### src/npt_pkg.sv
// Package for the nearest point table: opcodes, status codes, state type and widths.
// Used by npt_sqrt and nearest_point_table; depends on nothing.
package npt_pkg;

    localparam int unsigned CoordW = 16;
    localparam int unsigned LimitW = 17;
    localparam int unsigned DistW  = 21;
    localparam int unsigned D2W    = 35;
    localparam int unsigned RadW   = 43;
    localparam int unsigned CountW = 11;
    localparam int unsigned StatW  = 2;
    localparam logic [LimitW-1:0] LimitReset = 17'd100000;

    typedef enum logic [1:0] {
        OP_CLEAR  = 2'd0,
        OP_ADD    = 2'd1,
        OP_DELETE = 2'd2,
        OP_QUERY  = 2'd3
    } t_opcode;

    typedef enum logic [StatW-1:0] {
        ST_OK    = 2'd0,
        ST_EMPTY = 2'd1,
        ST_FULL  = 2'd2
    } t_status;

    typedef enum logic [2:0] {
        S_IDLE,
        S_SCAN,
        S_DRAIN,
        S_PICK,
        S_ROOT,
        S_DONE
    } t_state;

    typedef struct packed {
        logic signed [CoordW-1:0] x;
        logic signed [CoordW-1:0] y;
        logic signed [CoordW-1:0] z;
    } t_point;

endpackage

### src/npt_sqrt.sv
// Iterative integer square root, one result bit per cycle, for the nearest point table.
// Depends on npt_pkg for the radicand and result widths.
module npt_sqrt (
    input  logic                        i_clk,
    input  logic                        i_rst_n,
    input  logic                        i_start,
    input  logic [npt_pkg::RadW-1:0]    i_radicand,
    output logic                        o_busy,
    output logic                        o_done,
    output logic [npt_pkg::DistW:0]     o_root
);
    import npt_pkg::*;

    localparam int unsigned RootW = (RadW + 1) / 2;
    localparam int unsigned StepW = $clog2(RootW + 1);
    localparam int unsigned RemW  = RootW + 2;

    logic [RadW:0]       r_val;
    logic [RootW-1:0]    r_root;
    logic [RemW-1:0]     r_rem;
    logic [StepW-1:0]    r_steps;
    logic                r_busy;
    logic                r_done;
    logic [RemW-1:0]     n_trial;
    logic [RemW-1:0]     n_shift;

    // Restoring method: bring down two radicand bits, try subtracting 4*root+1.
    always_comb begin
        n_shift = {r_rem[RemW-3:0], r_val[RadW:RadW-1]};
        n_trial = n_shift - {r_root, 2'b01};
    end

    always_ff @(posedge i_clk) begin
        if (!i_rst_n) begin
            r_busy <= 1'b0;
            r_done <= 1'b0;
        end else begin
            r_done <= 1'b0;
            if (i_start) begin
                r_busy  <= 1'b1;
                r_val   <= {1'b0, i_radicand};
                r_root  <= '0;
                r_rem   <= '0;
                r_steps <= StepW'(RootW);
            end else if (r_busy) begin
                r_val <= {r_val[RadW-2:0], 2'b00};
                if (!n_trial[RemW-1]) begin
                    r_rem  <= n_trial;
                    r_root <= {r_root[RootW-2:0], 1'b1};
                end else begin
                    r_rem  <= n_shift;
                    r_root <= {r_root[RootW-2:0], 1'b0};
                end
                r_steps <= r_steps - 1'b1;
                if (r_steps == StepW'(1)) begin
                    r_busy <= 1'b0;
                    r_done <= 1'b1;
                end
            end
        end
    end

    assign o_busy = r_busy;
    assign o_done = r_done;
    assign o_root = r_root;

endmodule

### config.mk
export PLATFORM = sky130hd
export DESIGN_NAME = npt_sqrt
export DESIGN_NICKNAME = d
export VERILOG_FILES = /design/src/npt_pkg.sv /design/src/npt_sqrt.sv
export SDC_FILE = /design/constraint.sdc
export NUM_CORES = 1
export LEC_CHECK = 0
export ABC_CLOCK_PERIOD_IN_PS = 3500
export BUFFER_PORTS_ARGS = -buffer_cell sky130_fd_sc_hd__buf_2
export CORE_UTILIZATION = 45
export CTS_BUF_LIST = sky130_fd_sc_hd__clkbuf_8
export DETAILED_ROUTE_END_ITERATION = 12
export PLACE_DENSITY = 0.67
export SLEW_MARGIN = 5
export SYNTH_ARGS = -nofsm -noshare
export SYNTH_HDL_FRONTEND = slang
export SYNTH_SLANG_ARGS = --single-unit
### constraint.sdc
create_clock -name i_clk -period 3.5 [get_ports i_clk]
set_input_delay 0.525 -clock i_clk [delete_from_list [all_inputs] [get_ports i_clk]]
set_output_delay 0.525 -clock i_clk [all_outputs]
set_load 0.01 [all_outputs]
## Yosys cells after proc, flatten, opt, wreduce, memory -nomap -nowiden

Cells that the tools add are included.

| storage, ports and cells | value |
|---|---|
| bits in registers | 95 |
| input bits | 46 |
| output and inout port bits | 24 |
| logic and storage cells | 26 |

| operators by class | value |
|---|---|
| $add $sub $neg | 2 |
| equality and inequality tests | 1 |
| mux-type cells | 11 |
| bitwise logic cells | 2 |
| reduce and logical (&&, ||, !) cells | 3 |

Operator list:

| kind | number |
|---|---|
| 22-bit two-way mux | 3 |
| 44-bit two-way mux | 1 |
| 43-bit two-way mux | 1 |
| 24-bit subtractor | 1 |
| 5-bit by 1-bit == test with 1-bit output (second input constant) | 1 |
| 1-bit two-way mux | 5 |
| 5-bit two-way mux | 1 |
| 5-bit by 1-bit subtractor with 5-bit output (second input constant) | 1 |
| 3-bit OR reduction | 1 |
| 1-bit NOT | 2 |
| 2-bit AND reduction | 1 |
| 2-bit nonzero test | 1 |

## Logic depth before layout (Yosys ltp)

| depth | value |
|---|---|
| depth after elaboration | 4 |
| depth in mapped cells | 11 |
| depth with buffers taken out | 9 |

## Worst setup path after synthesis

OpenSTA, ideal clock, no wires.

| path | value |
|---|---|
| path type | in2reg |
| start point | input i_start |
| end point | register r_root[0], in the netlist o_root[0] (enable) |
| library setup time | 0.459 ns |
| arrival | 2.953 ns |
| required time | 3.041 ns |
| setup slack | 0.087 ns |
| stages | 2 |
| path buffers | 1 |
| cells stage by stage | clkbuf_1 > o21a_1 |

| on the way | value |
|---|---|
| cells in the longest elaborated chain, start to end | 2 |

Ends and longest elaborated chain:

| element | line | source |
|---|---|---|
| from (decl) | npt_sqrt.sv:6 | `input logic i_start,` |
| 2-bit nonzero test (no line) | n/a |  |
| 2-bit AND reduction (no line) | n/a |  |
| to (signal assigned) | npt_sqrt.sv:49 | `r_root <= {r_root[RootW-2:0], 1'b1};` |
| to (signal assigned) | npt_sqrt.sv:52 | `r_root <= {r_root[RootW-2:0], 1'b0};` |
| to (decl) | npt_sqrt.sv:19 | `logic [RootW-1:0] r_root;` |

No other way between the ends.
A chain may end at the register's enable or synchronous reset.

## Worst setup path after layout

| path | value |
|---|---|
| start point | register r_root[14], in the netlist o_root[14] |
| end point | register r_rem[7] (data pin) |

| on the way | value |
|---|---|
| cells in the longest elaborated chain, start to end | 3 |

Ends and longest elaborated chain:

| element | line | source |
|---|---|---|
| 24-bit subtractor | npt_sqrt.sv:30 | `n_trial = n_shift - {r_root, 2'b01};` |
| 22-bit two-way mux | npt_sqrt.sv:47 | `if (!n_trial[RemW-1]) begin` |
| 22-bit two-way mux | npt_sqrt.sv:45 | `end else if (r_busy) begin` |
| to (signal assigned) | npt_sqrt.sv:48 | `r_rem <= n_trial;` |
| to (signal assigned) | npt_sqrt.sv:51 | `r_rem <= n_shift;` |
| to (decl) | npt_sqrt.sv:20 | `logic [RemW-1:0] r_rem;` |

No other way between the ends. The select of a mux whose other input is x is not followed.

==> run metrics <==
average wire per cell in the routed design=17.05 µm; Num CTS Buffers=9; worst hold margin=0.3967 ns; initial antenna violation count=0; number of vias per cell after detailed routing=5.668; most frequent standard cell in the layout excluding fill and tap cells=edfxtp_1; depth of the worst register-to-register path=9; vias in the first global route=3854; sum of overflow across all layers after global routing=0; biggest fanout along the worst timing path=22; full die area=12460 µm²; buffer and inverter count on the worst path=1; multi-input logic area=2360 µm²; LEAKAGE=2.374 nW; share of total power consumed by net switching=0.3364; number of optimization iterations in the first detailed-route pass=11; Async SR Flop Fraction=0; Levels on crit path=9; Filler cells=1023; Die Width=111.6 µm; Met3 Routed Length=around 770 µm; startpoint of the most critical setup path=o_root[14]; total internal power=2.009 mW; Post-DRT Antenna Nets=0; count of cells resized by post-cts repair=0; CTS tree=yes; sequential standard cell area=2833 µm²; arrival time at the worst endpoint=about 3.5 ns; clock slew seen by the registers of the worst setup and hold paths=0.11 ns; DRC=1; CTS max path bufs=2; number of enable flip-flop cells after synthesis=93; synthesis-to-layout area growth=12.07%; synth unique cells=62; clock network power share=0.235; final routed wirelength across all metal layers=11560 µm; number of synthesized register bits=95; crit path setup slack, layout=0.1990 ns; count of placed standard cells including taps=between 600 and 700; Worst Max-Slew Pin Slew=0.9695 ns; worst slack at placement=0.2588 ns; via count of the routed design=slightly below 4k; max-cap viol count=0; Synth area leaders=edfxtp_1 52%, mux2_2 8.5%, ha_1 5.6%; post-route clock period utilization=0.9431; count of cells along the worst hold path=2; detailed-routed wire length on met2=5500 µm; core footprint=11560 µm²; first-pass GRT wire length=18890 µm; slowest stage delay, CP=~0.79 ns; Final Hold Vio Count=0; number of nets produced by synthesis=541; number of diodes added for antenna fixing=0; master of the slowest instance on the critical path=o22a_1; crit-path cells=inv_1, ha_1, a21oi_1, o21ai_1, o21bai_1, a41oi_2, o22a_1, nand2_2, a41o_1; clock net sink count=95; Post-Place Cell Area=~6000 µm²; unrepaired setup endpoints after global routing=false; total count of max-transition violations in the final report=0; Worst R2R Setup Slack=0.20 ns; maximum number of pins on one net before global-route repair=62; area leader, netlist=edfxtp_1; min cycle time layout=roughly 3.3 ns; weighted congestion reported at the end of routability-driven placement=0.8829; combinational fraction of design power=0.297; post-synthesis cell count=471; highest layer used for signal routing=met4; YS warnings=0; share of final-layout standard cells stronger than drive strength 1=0.2822; input/output buffers=69; Iteration-0 DRC Markers=233; path category of the worst min-delay check=input port to register; starting density of the core=0.4677; final cell count without fillers=678; source-to-sink clock delay at the later pin of the worst-skew pair=0.39 ns; share of the core filled with cells=0.5242; start point of the worst min-delay path=i_rst_n; total routed wire length on the met1 layer=5058 µm; crit path kind=register to register; dominant register cell in the synthesized netlist=edfxtp_1; post-synthesis area per instance=11.48 µm²; portion of synthesized cell area occupied by the leading cell type=0.5163; type of destination of the critical path=register; Fmax achieved=~300 MHz; worst-case clock skew=about 0.011 ns; result of the run=finished with violations; aggregate negative setup slack=0 ns; P_sw=1.018 mW; GRT Util Overall=0.1953; violations in the final reports=design-rule violations; maximum VDD drop=0.2930 mV; Core Rows=39; vertical extent of the die=111.6 µm; most frequent cells in the layout=93 x edfxtp_1, 68 x buf_2, 47 x nor2_1; Max H-tree Level=3; post-CTS setup repair buffer count=0; total power after layout=just over 3 mW; cell area power density=499.4 nW/µm²; post-DP HPWL=8163 µm; buffer cell driving the clock tree root=clkbuf_8; Finish-stage setup viols=0; Seq/Total Area, Yosys=0.5237; power share of the sequential group=0.469; Final Net Count=600; relative slew slack=0.3352; Critical R2R Launch=o_root[14]; critical path's top delay family=compound AO/OA/AOI/OAI gates; boundary pin count=70; kind of launch point of the worst setup path=register; post-synthesis cell area=5409 µm²; CTS Hold Buffers Added=0; finished layout cell area=6062 µm²; worst endpoint required time=3.66 ns
[registers in the layout, indices dropped and copies added (netlist names)]
signal   count
o_done       1
o_busy       1
r_steps      5
r_val       44
r_rem       22
o_root      22
[metal layers]
layer | global-route usage | vias up
met2 | 0.3097 | 126
met5 | 0 | -
met3 | 0.05063 | 20
li1 | - | 1861
met4 | 0.09640 | 0
met1 | 0.2483 | 1836
[synth_stat cells (2+ instances only)]
| cell | count |
|---|---|
| a211o_1 | 2 |
| a211oi_1 | 2 |
| a21o_1 | 6 |
| a21oi_1 | 30 |
| a221oi_1 | 2 |
| a31oi_1 | 3 |
| a41o_1 | 2 |
| and2_1 | 3 |
| and3_1 | 4 |
| and4_1 | 3 |
| buf_1 | 5 |
| buf_2 | 11 |
| clkbuf_1 | 9 |
| dfxtp_1 | 2 |
| edfxtp_1 | 93 |
| ha_1 | 24 |
| inv_1 | 28 |
| mux2_2 | 41 |
| nand2_1 | 20 |
| nand2b_1 | 4 |
| nand3_1 | 16 |
| nand4_1 | 8 |
| nor2_1 | 47 |
| nor2b_1 | 4 |
| nor3_1 | 4 |
| nor3_2 | 3 |
| o211a_1 | 2 |
| o211ai_1 | 2 |
| o21a_1 | 8 |
| o21ai_0 | 18 |
| o21ai_1 | 9 |
| o21bai_1 | 4 |
| o31ai_1 | 6 |
| or2_2 | 2 |
| xnor2_1 | 17 |
[worst register-to-register path: cells and delay by family (launching register included)]
family,cells,cell delay (ns)
AOI/OAI and AO/OA,6,2.12
adders and majority gates,1,0.37
buffers and inverters,1,0.06
DFF,1,0.37
and+or+nand+nor,1,0.15
[final cells by class]
class / instances / area share
sequential: 95 / 0.4673
multi-input combinational: 322 / 0.3893
timing repair buffer: 74 / 0.06563
tap: 143 / 0.02952
clock buffer: 9 / 0.02043
inverter: 28 / 0.01734
clock inverter: 7 / 0.01053
[cell families after synthesis]
group           Yosys count  synth area share
compound gates          110            0.1413
xor+xnor                 17           0.02753
fa+ha+maj                24           0.05552
buf+inv                  54           0.04141
flops                    95            0.5237
mux                      43           0.08998
simple gates            128            0.1205
[path summary, 6_finish.rpt]
kind,endpoint
max reg2reg,r_rem[7]
max,r_rem[7]
min,o_done
min reg2reg,o_done
[power by group through the flow]
stage	registers, mW	logic [mW]	clock network (mW)
2_1_floorplan	1.44	0.671	0
3_3_place_gp	1.44	0.865	0
3_5_place_dp	1.44	0.886	0
4_1_cts	1.42	0.891	0.734
5_1_grt	1.43	0.986	0.774
6_report	1.42	0.898	0.711
(Power assumes the default switching activity.)
